### config.mk
export PLATFORM = sky130hd
export DESIGN_NAME = mirror_sector_crc_checker_unit
export DESIGN_NICKNAME = d
export VERILOG_FILES = /design/src/design/msc_pkg.sv /design/src/design/msc_in_stage.sv /design/src/design/msc_check_core.sv /design/src/design/mirror_sector_crc_checker_unit.sv
export SDC_FILE = /design/constraint.sdc
export NUM_CORES = 1
export LEC_CHECK = 0
export ABC_AREA = 0
export BUFFER_PORTS_ARGS = -buffer_cell sky130_fd_sc_hd__buf_2
export CORE_ASPECT_RATIO = 0.75
export CORE_MARGIN = 2
export CORE_UTILIZATION = 25
export DETAILED_ROUTE_END_ITERATION = 12
export PLACE_DENSITY_LB_ADDON = 0.3
export SYNTH_ARGS = -nofsm -noshare
export SYNTH_HDL_FRONTEND = slang
export SYNTH_HIERARCHICAL = 1
export SYNTH_SLANG_ARGS = --single-unit
export TNS_END_PERCENT = 5
### constraint.sdc
create_clock -name clock -period 12.4 [get_ports clock]
set_input_delay 3.1 -clock clock [delete_from_list [all_inputs] [get_ports clock]]
set_output_delay 3.1 -clock clock [all_outputs]
set_load 0.01 [all_outputs]
### src/design/msc_pkg.sv
// ----------------------------------------------------------------------------
// msc_pkg
// Shared types, constants and the byte-wide CRC-32 update for the mirror
// sector CRC checker.
// ----------------------------------------------------------------------------
package msc_pkg;

   localparam int unsigned CRC_W          = 32;
   localparam int unsigned SECTOR_W       = 32;
   localparam int unsigned BYTE_W         = 8;
   localparam int unsigned TABLE_SECTOR_W = 33;
   localparam int unsigned SLOT_W         = 7;
   localparam int unsigned REQ_USER_W     = 2;

   localparam logic [CRC_W-1:0] CRC_POLY = 32'hEDB8_8320;

   // CRC entries held in one table sector
   localparam int unsigned SLOTS_PER_TABLE_SECTOR = 128;

   typedef enum logic {
      CMD_READ  = 1'b0,
      CMD_WRITE = 1'b1
   } cmd_type;

   // tdata layouts, last declared field in the lowest bits
   typedef struct packed {
      logic [CRC_W-1:0]    stored_crc_b;
      logic [CRC_W-1:0]    stored_crc_a;
      logic [BYTE_W-1:0]   byte_b;
      logic [BYTE_W-1:0]   byte_a;
      logic [SECTOR_W-1:0] sector_number;
   } req_data_type;

   typedef struct packed {
      logic [1:0]                pad;
      logic                      write_back_b;
      logic                      write_back_a;
      logic                      request_error;
      logic [CRC_W-1:0]          new_crc_b;
      logic [CRC_W-1:0]          new_crc_a;
      logic                      unrecoverable;
      logic                      copy_b_bad;
      logic                      copy_a_bad;
      logic [SLOT_W-1:0]         crc_slot;
      logic [TABLE_SECTOR_W-1:0] crc_table_sector;
      logic [SECTOR_W-1:0]       done_sector;
   } rsp_data_type;

   localparam int unsigned REQ_DATA_W = $bits(req_data_type);
   localparam int unsigned RSP_DATA_W = $bits(rsp_data_type);

   // bit positions in rsp tdata, used by the port checker
   localparam int unsigned RSP_A_BAD_BIT   = 72;
   localparam int unsigned RSP_B_BAD_BIT   = 73;
   localparam int unsigned RSP_UNREC_BIT   = 74;
   localparam int unsigned RSP_REQ_ERR_BIT = 139;
   localparam int unsigned RSP_WB_A_BIT    = 140;
   localparam int unsigned RSP_WB_B_BIT    = 141;

   // registered input item handed from the input stage to the check core
   typedef struct packed {
      cmd_type      command;
      logic         last_in_request;
      logic         last_in_sector;
      req_data_type data;
   } req_item_type;

   // reflected CRC-32, one byte, seed and inversion handled by caller
   function automatic logic [CRC_W-1:0] crc_byte(input logic [CRC_W-1:0] crc,
                                                 input logic [BYTE_W-1:0] data);
      logic [CRC_W-1:0] c;
      c = crc ^ {{(CRC_W-BYTE_W){1'b0}}, data};
      for (int k = 0; k < BYTE_W; k++) begin
         c = (c >> 1) ^ (c[0] ? CRC_POLY : '0);
      end
      return c;
   endfunction

endpackage

### src/design/msc_in_stage.sv
// ----------------------------------------------------------------------------
// msc_in_stage
// Input register: captures one byte-pair transfer and holds it until the
// check core takes it.
// ----------------------------------------------------------------------------
module msc_in_stage (
   input  logic                                   clock,
   input  logic                                   reset,
   input  logic                                   req_tvalid,
   output logic                                   req_tready,
   input  logic [msc_pkg::REQ_DATA_W-1:0]         req_tdata,
   input  logic                                   req_tlast,
   input  logic [msc_pkg::REQ_USER_W-1:0]         req_tuser,
   output logic                                   item_valid,
   input  logic                                   item_ready,
   output msc_pkg::req_item_type                  item
);
   import msc_pkg::*;

   logic         valid_ff, valid_in;
   req_item_type item_ff, item_in;
   logic         take;

   assign req_tready = !valid_ff || item_ready;
   assign take       = req_tvalid && req_tready;

   always_comb begin
      valid_in = valid_ff;
      item_in  = item_ff;
      if (take) begin
         valid_in                = 1'b1;
         item_in.command         = cmd_type'(req_tuser[0]);
         item_in.last_in_request = req_tuser[1];
         item_in.last_in_sector  = req_tlast;
         item_in.data            = req_tdata;
      end else if (item_ready) begin
         valid_in = 1'b0;
      end
   end

   always_ff @(posedge clock) begin
      if (reset) begin
         valid_ff <= 1'b0;
      end else begin
         valid_ff <= valid_in;
      end
   end

   always_ff @(posedge clock) begin
      item_ff <= item_in;
   end

   assign item_valid = valid_ff;
   assign item       = item_ff;

endmodule

### src/design/msc_check_core.sv
// ----------------------------------------------------------------------------
// msc_check_core
// Running CRCs of both copies, sector verdict, request flags and the
// result register.
// ----------------------------------------------------------------------------
module msc_check_core (
   input  logic                                   clock,
   input  logic                                   reset,
   input  logic [msc_pkg::SECTOR_W-1:0]           region_start,
   input  logic                                   item_valid,
   output logic                                   item_ready,
   input  msc_pkg::req_item_type                  item,
   output logic                                   rsp_tvalid,
   input  logic                                   rsp_tready,
   output logic [msc_pkg::RSP_DATA_W-1:0]         rsp_tdata,
   output logic                                   rsp_tlast
);
   import msc_pkg::*;

   logic [CRC_W-1:0] crc_a_ff, crc_a_in;
   logic [CRC_W-1:0] crc_b_ff, crc_b_in;
   logic             err_ff, err_in;
   logic             chg_a_ff, chg_a_in;
   logic             chg_b_ff, chg_b_in;
   logic             rsp_valid_ff, rsp_valid_in;
   rsp_data_type     rsp_data_ff, rsp_data_in;
   logic             rsp_last_ff, rsp_last_in;

   logic             fire, sector_end, is_write;
   logic [CRC_W-1:0] ca, cb;
   logic             a_bad, b_bad, unrec, err_now, chg_a_now, chg_b_now;
   logic [SECTOR_W-1:0] quot, rem;

   assign item_ready = !rsp_valid_ff || rsp_tready;
   assign fire       = item_valid && item_ready;
   assign is_write   = (item.command == CMD_WRITE);
   assign sector_end = item.last_in_sector || item.last_in_request;

   assign quot = item.data.sector_number / SLOTS_PER_TABLE_SECTOR;
   assign rem  = item.data.sector_number % SLOTS_PER_TABLE_SECTOR;

   always_comb begin
      ca = crc_byte(crc_a_ff, item.data.byte_a);
      cb = is_write ? crc_b_ff : crc_byte(crc_b_ff, item.data.byte_b);

      a_bad = !is_write && (ca != item.data.stored_crc_a);
      b_bad = !is_write && (cb != item.data.stored_crc_b);
      unrec = a_bad && b_bad;

      err_now   = err_ff || unrec;
      chg_a_now = chg_a_ff || is_write || a_bad;
      chg_b_now = chg_b_ff || is_write || b_bad;

      crc_a_in     = crc_a_ff;
      crc_b_in     = crc_b_ff;
      err_in       = err_ff;
      chg_a_in     = chg_a_ff;
      chg_b_in     = chg_b_ff;
      rsp_valid_in = rsp_valid_ff && !rsp_tready;
      rsp_data_in  = rsp_data_ff;
      rsp_last_in  = rsp_last_ff;

      if (fire) begin
         crc_a_in = ca;
         crc_b_in = cb;
         if (sector_end) begin
            crc_a_in = '0;
            crc_b_in = '0;
            err_in   = err_now;
            chg_a_in = chg_a_now;
            chg_b_in = chg_b_now;
            if (item.last_in_request) begin
               err_in   = 1'b0;
               chg_a_in = 1'b0;
               chg_b_in = 1'b0;
            end

            rsp_valid_in                 = 1'b1;
            rsp_last_in                  = item.last_in_request;
            rsp_data_in.pad              = '0;
            rsp_data_in.done_sector      = item.data.sector_number;
            rsp_data_in.crc_table_sector = TABLE_SECTOR_W'(region_start)
                                           + TABLE_SECTOR_W'(quot);
            rsp_data_in.crc_slot         = rem[SLOT_W-1:0];
            rsp_data_in.copy_a_bad       = a_bad;
            rsp_data_in.copy_b_bad       = b_bad;
            rsp_data_in.unrecoverable    = unrec;
            if (is_write) begin
               rsp_data_in.new_crc_a = ca;
               rsp_data_in.new_crc_b = ca;
            end else begin
               rsp_data_in.new_crc_a = a_bad ? cb : item.data.stored_crc_a;
               rsp_data_in.new_crc_b = b_bad ? ca : item.data.stored_crc_b;
            end
            rsp_data_in.request_error = item.last_in_request && err_now;
            rsp_data_in.write_back_a  = item.last_in_request && !err_now && chg_a_now;
            rsp_data_in.write_back_b  = item.last_in_request && !err_now && chg_b_now;
         end
      end
   end

   always_ff @(posedge clock) begin
      if (reset) begin
         crc_a_ff     <= '0;
         crc_b_ff     <= '0;
         err_ff       <= 1'b0;
         chg_a_ff     <= 1'b0;
         chg_b_ff     <= 1'b0;
         rsp_valid_ff <= 1'b0;
      end else begin
         crc_a_ff     <= crc_a_in;
         crc_b_ff     <= crc_b_in;
         err_ff       <= err_in;
         chg_a_ff     <= chg_a_in;
         chg_b_ff     <= chg_b_in;
         rsp_valid_ff <= rsp_valid_in;
      end
   end

   always_ff @(posedge clock) begin
      rsp_data_ff <= rsp_data_in;
      rsp_last_ff <= rsp_last_in;
   end

   assign rsp_tvalid = rsp_valid_ff;
   assign rsp_tdata  = rsp_data_ff;
   assign rsp_tlast  = rsp_last_ff;

endmodule

### src/design/mirror_sector_crc_checker_unit.sv
// ----------------------------------------------------------------------------
// mirror_sector_crc_checker_unit
// CRC-32 check of two mirrored sector copies, with per-sector verdict and
// per-request error and table write-back flags.
// ----------------------------------------------------------------------------
//  channel  dir  moves                               completes on
//  req      in   one byte pair of both copies        req_tvalid & req_tready
//  rsp      out  one verdict per sector end          rsp_tvalid & rsp_tready
//  csr      in   crc_region_start                    csr_wr_en
//
//  One byte pair per cycle sustained unless a stalled rsp holds the pipe; a
//  verdict passes the input register, then CRC/verdict into the result reg.
//  The byte-wide CRC update plus compare sits between the two registers.
//  reset clears running CRCs, request flags, region start and both valids.
//  A stalled rsp holds its result; the byte pipe keeps moving while the
//  result register is free or is being drained in the same cycle.
// ----------------------------------------------------------------------------
module mirror_sector_crc_checker_unit (
   input  logic                                   clock,
   input  logic                                   reset,
   input  logic                                   req_tvalid,
   output logic                                   req_tready,
   // sector_number, byte_a, byte_b, stored_crc_a, stored_crc_b
   input  logic [msc_pkg::REQ_DATA_W-1:0]         req_tdata,
   input  logic                                   req_tlast,
   // command, last_in_request
   input  logic [msc_pkg::REQ_USER_W-1:0]         req_tuser,
   output logic                                   rsp_tvalid,
   input  logic                                   rsp_tready,
   // done_sector, crc_table_sector, crc_slot, copy_a_bad, copy_b_bad,
   // unrecoverable, new_crc_a, new_crc_b, request_error, write_back_a,
   // write_back_b, 2 zero bits
   output logic [msc_pkg::RSP_DATA_W-1:0]         rsp_tdata,
   output logic                                   rsp_tlast,
   input  logic                                   csr_wr_en,
   input  logic [msc_pkg::SECTOR_W-1:0]           csr_wr_data
);
   import msc_pkg::*;

   logic [SECTOR_W-1:0] region_ff;
   logic                item_valid, item_ready;
   req_item_type        item;

   always_ff @(posedge clock) begin
      if (reset) begin
         region_ff <= '0;
      end else if (csr_wr_en) begin
         region_ff <= csr_wr_data;
      end
   end

   msc_in_stage u_in_stage (
      .clock      (clock),
      .reset      (reset),
      .req_tvalid (req_tvalid),
      .req_tready (req_tready),
      .req_tdata  (req_tdata),
      .req_tlast  (req_tlast),
      .req_tuser  (req_tuser),
      .item_valid (item_valid),
      .item_ready (item_ready),
      .item       (item)
   );

   msc_check_core u_check_core (
      .clock        (clock),
      .reset        (reset),
      .region_start (region_ff),
      .item_valid   (item_valid),
      .item_ready   (item_ready),
      .item         (item),
      .rsp_tvalid   (rsp_tvalid),
      .rsp_tready   (rsp_tready),
      .rsp_tdata    (rsp_tdata),
      .rsp_tlast    (rsp_tlast)
   );

endmodule

=== Yosys cells after proc, flatten, opt, wreduce, memory -nomap -nowiden ===
Cells that the tools add are included.

* Output and inout bits: 147
* Word-level logic and storage cells: 103
* Register bits after elaboration: 359

* Add/sub/neg operators: 1
* Equality and inequality tests: 2
* Muxes and demuxes: 29
* Reduce and logical (&&, ||, !) cells: 25
* Bitwise gates (word level): 18

{| class="wikitable"
|+ Operators by type and width
! operator !! number
|-
| $mux W32 || 21
|-
| $xor A31 B32 Y32 || 16
|-
| $mux W64 || 1
|-
| $ne A32 B32 Y1 || 2
|-
| $xor A32 B8 Y32 || 2
|-
| $add A32 B25 Y33 || 1
|-
| $logic_and A1 B1 Y1 || 10
|-
| $logic_or A1 B1 Y1 || 8
|-
| $mux W1 || 7
|-
| $logic_not A1 Y1 || 5
|-
| $reduce_and A2 Y1 || 1
|-
| $reduce_bool A2 Y1 || 1
|}

=== Logic depth before layout (Yosys ltp) ===
Gate-level depths: netlist of the first run.

* Word-level depth: 25
* Mapped depth: 12

=== Cells and area by module ===
The synthesis of the first run kept the hierarchy.

{| class="wikitable"
|+ Modules (own cells, without submodules)
! module !! instances !! area each (µm²) !! cells an instance
|-
| msc_check_core || 1 || 12044.1 || 1019
|-
| msc_in_stage || 1 || 3508.4 || 120
|-
| mirror_sector_crc_checker_unit || 1 || 1163.6 || 103
|}

=== Worst setup path after synthesis of the first run ===
OpenSTA, ideal clock, no wires.

* Path kind: input-to-reg
* Start: input port rsp_tready
* End: register u_check_core.chg_a_ff
* Stages on the path: 7
* Slack: 2.276 ns
* Data required time: 12.342 ns
* Library setup time: 0.058 ns
* Arrival: 10.066 ns
* Path through: nand2b_1 nand2_1 clkbuf_1 nor2_1 inv_1 a31oi_1 o21a_1

* Cells in the longest elaborated chain, start to end: 3

{| class="wikitable"
|+ RTL lines
! what !! line !! text
|-
| from (decl) || mirror_sector_crc_checker_unit.sv:29 || <nowiki>input logic rsp_tready,</nowiki>
|-
| $logic_or A1 B1 Y1 || msc_check_core.sv:34 || <nowiki>assign item_ready = !rsp_valid_ff || rsp_tready;</nowiki>
|-
| $logic_and A1 B1 Y1 || msc_check_core.sv:35 || <nowiki>assign fire = item_valid && item_ready;</nowiki>
|-
| $reduce_and A2 Y1 (no line) || n/a ||
|-
| to (signal assigned) || msc_check_core.sv:114 || <nowiki>chg_a_ff <= chg_a_in;</nowiki>
|-
| to (decl) || msc_check_core.sv:23 || <nowiki>logic chg_a_ff, chg_a_in;</nowiki>
|}

No other way between the ends.
A chain may end at the register's enable or synchronous reset.

=== Worst setup path after layout of the first run ===
* Start: input port rsp_tready
* End: output port req_tready

* Cells in the longest elaborated chain, start to end: 2

{| class="wikitable"
|+ RTL lines
! what !! line !! text
|-
| $logic_or A1 B1 Y1 || msc_check_core.sv:34 ||
|-
| via item_ready || mirror_sector_crc_checker_unit.sv:41 || <nowiki>logic item_valid, item_ready;</nowiki>
|-
| $logic_or A1 B1 Y1 || msc_in_stage.sv:24 || <nowiki>assign req_tready = !valid_ff || item_ready;</nowiki>
|-
| to (decl) || mirror_sector_crc_checker_unit.sv:22 || <nowiki>output logic req_tready,</nowiki>
|}

The timed path passes the listed nets, and every way through them passes these cells.

==> impl_metrics.toml, run 1 <==
[run_status]
status = "finished clean"

[global_route]
grt.met3_usage_pct = 2.69
grt_use_total_pct = 15.3
grt_pass1_wl_um = 77500
grt_use_met2_pct = 22.8
antenna_found_initial = 13
overflow = 0
grtUsageMet1_pct = 23.0
grt_pass1_vias = 11000
busiest_layer = "met1"
grt_max_degree = 72

[logic_synthesis]
async_flop_share_pct = 0
ys_seq_area_share_pct = 57.2
yosys-top-cells-area = "edfxtp_1 45%, dfxtp_1 12%, xnor2_1 6.7%"
syn-instance-count = 1242
synth_edf_count = 251
netlist.top_cell.by_area = "edfxtp_1"
synth.most_common_cell = "edfxtp_1"
netlist.area_leader.share_pct = 45.1
ys_types = 68
ys_ff_latch = 352
yosysWarningCount = 6
netlist_area_um2 = 16700
ys.flop_type = "edfxtp_1"
avgSynthCellArea_um2 = 13.5
synth_common_cells = "251 x edfxtp_1, 128 x xnor2_1, 124 x nor2_1"

[timing]
worst_pin_slew_ns = 1.20
slew_headroom_pct = 19.5
rsz0062_at_grt = "no"
worst_clock_skew_ns = 0.0363
postLayoutSetupSlackWorst_ns = 5.50
hold_ws_ns = 0.416
finalMaxSlewViolations = 0
period_needed_ns = 6.90
finalCritPeriodShare_pct = 55.6
hold_viol = 0
fin_tns_setup_ns = 0
clock.fmax_mhz = 145
setup_violations = 0

[detailed_routing]
vias = 11200
dr.pass1.iters = 5
drtIter0Drc = 1031
finalWirelength_um = 53900
drcViolationCount = 0
antenna_left = 0
avgRoutedWirePerCell_um = 21.9
vias_per_cell = 4.55

[critical_path]
reg2reg_slack_ns = 7.35
arrival_ns = 3.80
crit_type = "input port to primary output"
start_kind = "input port"
end_kind = "primary output"
critPathMaxFanout = 5
crit_required_ns = 9.30

[floorplan]
io_pins = 299
die_h_um = 228
fp-row-count = 82
initial_utilization_pct = 25.1
dieWidth_um = 303
core_area_um2 = 66500
die_area_um2 = 69000

[placed_design]
gp_congestion = 0.885
postPlaceCellArea_um2 = 19100
io_buffer_count = 296
dp_hpwl_um = 40600
pre_cts_ws_ns = 5.47
dp.cells = 2383

[cts]
cts_resized = 0
cts_hold_buffers = 0
cts_buffers = 41
cts_setup_buffers = 0
clkTransAtPathRegs_ns = 0.05
clk_latency_ns = 0.58
cts_tree = "yes"
clockRootBuffer = "clkbuf_16"
h-tree-depth = 2
cts_sinks = 352
max-clock-path-buffers = 3

[pwr]
vdd_drop_max_uv = 83.0
p_per_area_nw_per_um2 = 160
p_leak_nw = 8.34
p_total_mw = 3.29

[final_layout]
syn_to_final_growth_pct = 23.0
final_cell_area_um2 = 20600
drive_above_1_share_pct = 27.5
finalNetCount = 1722
instances_no_fill = 2463
fillers = 6760
utilization_pct = 30.9

[job]
drv_cap = 0

[min_path]
hold_class = "register to register"
==> sequential cells by signal (all words and copies together), names as in the netlist <==
register and flops:
region_ff 32, u_check_core/chg_a_ff 1, u_check_core/chg_b_ff 1, u_check_core/crc_a_ff 32
u_check_core/crc_b_ff 32, u_check_core/err_ff 1, u_check_core/rsp_tdata 135, u_check_core/rsp_tlast 1
u_check_core/rsp_tvalid 1, u_in_stage/item 115, u_in_stage/item_valid 1
==> per-layer routing <==
metal / routed length, um / vias up
met2: 23700 / 390
met3: 3660 / 59
li1: - / 5161
met5: 45 / -
met4: 932 / 8
met1: 25600 / 5580
==> power breakdown <==
group | switching [mW] | total, mW | internal, mW | leakage [nW]
combinational | 0.370 | 0.621 | 0.251 | 4.45
clock | 0.519 | 1.28 | 0.759 | 0.682
sequential | 0.0438 | 1.40 | 1.35 | 3.21
total | 0.933 | 3.29 | 2.36 | 8.34
==> path summary, 6_finish.rpt <==
| path | startpoint | to | cells after the start |
|---|---|---|---|
| setup / recovery | rsp_tready | req_tready | 4 |
| hold / removal | u_in_stage/item[1] | u_check_core/rsp_tdata[66] | 0 |
| setup reg to reg | u_in_stage/item[46] | u_check_core/rsp_tdata[119] | 10 |
| hold reg to reg | u_in_stage/item[1] | u_check_core/rsp_tdata[66] | 0 |
==> final cells by class <==
type / instances / area, um^2 / share of cell area (%)
well taps: 882 / 1100 / 5.37
inverters: 27 / 101 / 0.493
clock inverters: 31 / 357 / 1.73
flip-flops and latches: 352 / 9560 / 46.5
clock buffers: 45 / 1070 / 5.21
diodes: 4 / 10.0 / 0.0487
multi-input cells: 810 / 6760 / 32.9
repair buffers: 312 / 1600 / 7.79
==> kinds of logic after synthesis <==
| family | Yosys count | share of synthesized area [%] |
|---|---|---|
| multiplexers | 105 | 6.54 |
| buffers and inverters | 81 | 2.52 |
| AO/OA/AOI/OAI | 202 | 8.19 |
| flip-flops | 352 | 57.2 |
| adder cells (fa/ha/maj) | 26 | 1.99 |
| other | 1 | 0.0224 |
| XOR/XNOR | 234 | 17.1 |
| AND/OR/NAND/NOR | 241 | 6.43 |
==> worst max-delay path: stages <==
cell and delay [ns]:
buf_2 0.09, nand2b_1 0.25, nand2b_4 0.21, buf_2 0.14
==> placed cells by master, fill, tap and decap left out, types with 28 or more instances in the layout <==
cell type and instances:
buf_2 296, edfxtp_1 251, xnor2_1 128, nor2_1 123, dfxtp_1 101, mux2i_1 71, a22oi_1 63, nand2_1 48
xor2_1 45, clkbuf_16 42, a21oi_1 40, xnor3_1 33, o21ai_0 32, mux2_2 28
Power figures use the tool's default switching activity.
==> run 2, diff against run 1 <==
==> constraint.sdc (replaced) <==
create_clock -name clock -period 6.5 [get_ports clock]
set_input_delay 1.625 -clock clock [delete_from_list [all_inputs] [get_ports clock]]
set_output_delay 1.625 -clock clock [all_outputs]
set_load 0.01 [all_outputs]
==> impl_metrics.toml, run 2 (synthesized netlist as in run 1, its figures left out) <==
[run_status]
status = "finished clean"

[final_layout]
finalNetCount = 1721
layout_common_cells = "296 x buf_2, 251 x edfxtp_1, 128 x xnor2_1"
layout_commonest_cell = "buf_2"
final_cell_area_um2 = 20500
drive_above_1_share_pct = 26.8
fillers = 6785
seqCellArea_um2 = 9560
instances_no_fill = 2462
syn_to_final_growth_pct = 22.5
multi_input_area_um2 = 6760
largest_register_ff_count = 135

[job]
drv_cap = 0

[critical_path]
arrival_ns = 5.91
crit_required_ns = 6.82
end_kind = "register"
start_kind = "register"
critPathTopFamily = "XOR/XNOR gates"
rr_worst_depth = 10
crit_cells = 10
max_stage_delay_ns = 0.84
reg2reg_slack_ns = 0.91
critPathMostFrequentCell = "xnor2_1"
crit_type = "register to register"
crit_chain = "xnor2_1 > xnor2_1 > xnor3_1 > xnor2_1 > nand4_1 > nor4_1 > nand2_2 > buf_4 > mux2i_1 > mux2_2"
critical_path.slowest_cell = "nor4_1"
critPathMaxFanout = 23
startpoint = "u_in_stage/item[35]"
timing.rr.start = "u_in_stage/item[35]"
crit_buf_inv = 1

[pwr]
p_leak_nw = 8.30
p_sw_mw = 1.76
pwr-share-comb_pct = 19.0
pwr-share-clk_pct = 37.8
p_per_area_nw_per_um2 = 302
p_int_mw = 4.43
vdd_drop_max_uv = 162
seq_power_share_pct = 43.2
power.share.switching_pct = 28.4

[timing]
worst_clock_skew_ns = 0.0308
period_needed_ns = 5.59
finalMaxSlewViolations = 0
worst_pin_slew_ns = 1.17
finalCritPeriodShare_pct = 85.9
hold_ws_ns = 0.415
fin_tns_setup_ns = 0
clock.fmax_mhz = 179
rsz0062_at_grt = "no"
slew_headroom_pct = 21.7
hold_viol = 0
setup_violations = 0

[placed_design]
gp_congestion = 0.898
dp_hpwl_um = 41900
postPlaceCellArea_um2 = 19100
dp.cells = 2381
io_buffer_count = 296

[global_route]
grt_pass1_vias = 11100
overflow = 0
grt_max_degree = 139
grt_use_total_pct = 16.0
antenna_found_initial = 11
grt_pass1_wl_um = 79900

[floorplan]
die_area_um2 = 69000
core_area_um2 = 66500
fp-row-count = 82
dieWidth_um = 303
initial_utilization_pct = 25.1
io_pins = 299
die_h_um = 228

[cts]
max-clock-path-buffers = 3
clk_latency_ns = 0.58
cts_resized = 0
cts_tree = "yes"
cts_buffers = 42
clockRootBuffer = "clkbuf_16"
h-tree-depth = 2
clkTransAtPathRegs_ns = 0.06
cts_hold_buffers = 0
cts_setup_buffers = 0
cts_sinks = 352

[detailed_routing]
vias = 11300
dr.pass1.iters = 5
avgRoutedWirePerCell_um = 22.8
finalWirelength_um = 56100
drcViolationCount = 0
antenna_left = 0
vias_per_cell = 4.58
drtIter0Drc = 1247

[min_path]
min_path_cells = 0
worst_hold_startpoint = "u_in_stage/item[6]"
hold_class = "register to register"
[run 2: cell count changes in the layout (fill, tap and decap cells not counted), sizes merged]
| cell | delta |
|---|---|
| clkbuf | +16 |
| inv | -2 |
| diode | -1 |
| bufinv | -3 |
| clkinvlp | -4 |
| clkinv | -5 |
| buf | -2 |
[run 2: area by class of cell]
| class | count | area share [%] |
|---|---|---|
| Antenna cell | 3 | 0.0367 |
| Clock buffer | 61 | 5.68 |
| Clock inverter | 17 | 0.892 |
| Inverter | 27 | 0.495 |
| Multi-Input combinational cell | 810 | 33.0 |
| Sequential cell | 352 | 46.7 |
| Tap cell | 882 | 5.39 |
| Timing Repair Buffer | 310 | 7.81 |
[run 2: metal layers]
| layer | global-route usage [%] | routed length, um | up-vias |
|---|---|---|---|
| li1 | - | - | 5149 |
| met1 | 23.9 | 26600 | 5640 |
| met2 | 22.8 | 23800 | 416 |
| met3 | 3.48 | 4220 | 74 |
| met4 | 4.53 | 1350 | 4 |
| met5 | 0 | 30 | - |
[run 2: power groups by stage]
stage / registers, mW / logic (mW) / clock network [mW]
finish: 2.67 / 1.18 / 2.34
global route: 2.68 / 1.25 / 2.50
CTS: 2.68 / 1.16 / 2.42
detailed placement: 2.72 / 1.15 / 0
global placement: 2.72 / 1.15 / 0
floorplan: 2.71 / 0.712 / 0
[run 2: metrics by stage]
stage	utilization, %	worst slack, ns	total power, mW
5_1_grt	30.8	0.702	6.44
6_report	30.8	0.915	6.19
3_3_place_gp	28.8	0.987	3.87
3_5_place_dp	28.8	0.969	3.87
4_1_cts	30.8	0.951	6.25
2_1_floorplan	-	0.230	3.42
[run 2: path summary, 6_finish.rpt]
| path | end |
|---|---|
| setup reg to reg | u_check_core/rsp_tdata[82] |
| setup / recovery | u_check_core/rsp_tdata[82] |
| hold reg to reg | u_check_core/rsp_tdata[6] |
| hold / removal | u_check_core/rsp_tdata[6] |
[run 2: worst register-to-register path, delay by kind of cell (launching register included)]
kind                      cells  cell delay [ns]
DFF                           1             0.39
xor gates and xnor gates      4             2.30
muxes                         2             0.43
buffers and inverters         1             0.48
and+or+nand+nor               3             1.75
==> run 3, diff against run 2 <==
--- a/config.mk
+++ b/config.mk
@@ -7,11 +7,10 @@
 export LEC_CHECK = 0
 export ABC_AREA = 0
 export BUFFER_PORTS_ARGS = -buffer_cell sky130_fd_sc_hd__buf_2
-export CORE_ASPECT_RATIO = 0.75
+export CORE_ASPECT_RATIO = 1.1
 export CORE_MARGIN = 2
 export CORE_UTILIZATION = 25
 export DETAILED_ROUTE_END_ITERATION = 12
-export PLACE_DENSITY_LB_ADDON = 0.3
 export SYNTH_ARGS = -nofsm -noshare
 export SYNTH_HDL_FRONTEND = slang
 export SYNTH_HIERARCHICAL = 1
==> impl_metrics.toml, run 3 (synthesized netlist as in run 1, its figures left out) <==
[timing]
setup_violations = 0
rsz0062_at_grt = "no"
fin_tns_setup_ns = 0
period_needed_ns = 5.34
slew_headroom_pct = 17.3
clock.fmax_mhz = 187
worst_pin_slew_ns = 1.24
hold_viol = 0
worst_clock_skew_ns = 0.0281
finalMaxSlewViolations = 0
finalCritPeriodShare_pct = 82.2

[final_layout]
instances_no_fill = 2434
largest_register_ff_count = 135
layout_commonest_cell = "buf_2"
utilization_pct = 31.0
finalNetCount = 1721
syn_to_final_growth_pct = 22.8
drive_above_1_share_pct = 27.3
final_cell_area_um2 = 20500
diodes = 0
layout_common_cells = "295 x buf_2, 251 x edfxtp_1, 128 x xnor2_1"

[cts]
clk_latency_ns = 0.57
clkTransAtPathRegs_ns = 0.06
max-clock-path-buffers = 3
cts_tree = "yes"
cts_setup_buffers = 0
cts_resized = 0
h-tree-depth = 2
cts_sinks = 352
clockRootBuffer = "clkbuf_16"
cts_hold_buffers = 0
cts_buffers = 42

[min_path]
hold_class = "register to register"
min_path_cells = 0

[floorplan]
die_area_um2 = 69000
dieWidth_um = 251
initial_utilization_pct = 25.2
core_area_um2 = 66300
io_pins = 299
fp-row-count = 99
die_h_um = 275

[critical_path]
end_kind = "register"
timing.rr.start = "u_in_stage/item[35]"
crit_required_ns = 6.74
rr_worst_depth = 9
startpoint = "u_in_stage/item[35]"
start_kind = "register"
reg2reg_slack_ns = 1.16
cp-endpoint = "u_check_core/rsp_tdata[87]"
critPathMaxFanout = 36
arrival_ns = 5.58
rr_endpoint = "u_check_core/rsp_tdata[87]"
crit_type = "register to register"

[pwr]
vdd_drop_max_uv = 174
p_per_area_nw_per_um2 = 307
p_leak_nw = 8.34
p_total_mw = 6.30

[placed_design]
dp.cells = 2357
gp_congestion = 0.916
io_buffer_count = 296
postPlaceCellArea_um2 = 19100
dp_hpwl_um = 42200

[global_route]
antenna_found_initial = 4
overflow = 0
grt_pass1_wl_um = 80700
grt_pass1_vias = 11600
grt_use_total_pct = 16.0
grt_max_degree = 64

[detailed_routing]
finalWirelength_um = 56500
dr.pass1.iters = 5
antenna_left = 0
avgRoutedWirePerCell_um = 23.2
drtIter0Drc = 929
vias = 11400
drcViolationCount = 0
vias_per_cell = 4.69

[job]
drv_cap = 0

[run_status]
status = "finished clean"
-- run 3: cell types whose count changed in the layout (fill, tap and decap cells not counted), moves of 3 or more --
cell | before | now
clkbuf_1 | 16 | 4
clkinv_2 | 5 | 9
bufinv_16 | 3 | 6
clkinvlp_4 | 2 | 5
diode_2 | 3 | 0
-- run 3: worst max-delay path: stages (launching register included) --
cell and delay, ns:
edfxtp_1 0.38, xnor2_1 0.78, xnor2_1 0.49, xor2_1 0.63
xnor2_1 0.19, nand4_1 0.19, nor4b_1 0.70, nand2_2 0.89
mux2i_1 0.50, o21ai_0 0.25
-- run 3: layer usage --
layer	share of wire, %	wire length [um]	vias up	GRT usage [%]
met5	0.034	19	-	0
met4	3.5	1990	2	6.21
met3	7.5	4220	105	2.67
met2	46	26100	628	26.3
met1	43	24300	5546	21.1
li1	-	-	5137	-
-- run 3: area by class of cell --
type / instances / area, um^2
flip-flops and latches: 352 / 9560
multi-input cells: 810 / 6750
well taps: 858 / 1070
fillers: 6636 / 45700
repair buffers: 310 / 1610
clock inverters: 28 / 308
inverters: 27 / 101
clock buffers: 49 / 1120
-- run 3: worst min-delay path by stage --
stage / endpoint / slack (ns) / start
final: u_check_core/rsp_tdata[65] / 0.42 / u_in_stage/item[0]
after global routing: u_check_core/rsp_tdata[69] / 0.44 / u_in_stage/item[4]
after CTS: u_check_core/rsp_tdata[65] / 0.42 / u_in_stage/item[0]
after detailed placement: u_check_core/rsp_tdata[65] / 0.41 / u_in_stage/item[0]
after global placement: u_check_core/rsp_tdata[70] / 0.40 / u_in_stage/item[5]
after floorplan: u_check_core/rsp_tdata[65] / 0.40 / u_in_stage/item[0]
-- run 3: power by group --
group / internal (mW) / total [mW] / switching (mW)
registers: 2.58 / 2.69 / 0.107
logic: 0.478 / 1.15 / 0.670
clock network: 1.47 / 2.46 / 0.990
-- run 3: metrics by stage --
stage | hold WS, ns | worst slack, ns
after floorplan | 0.400 | 0.230
after global placement | 0.402 | 1.36
after detailed placement | 0.407 | 1.28
after CTS | 0.420 | 1.25
after global routing | 0.435 | 1.01
final | 0.418 | 1.16
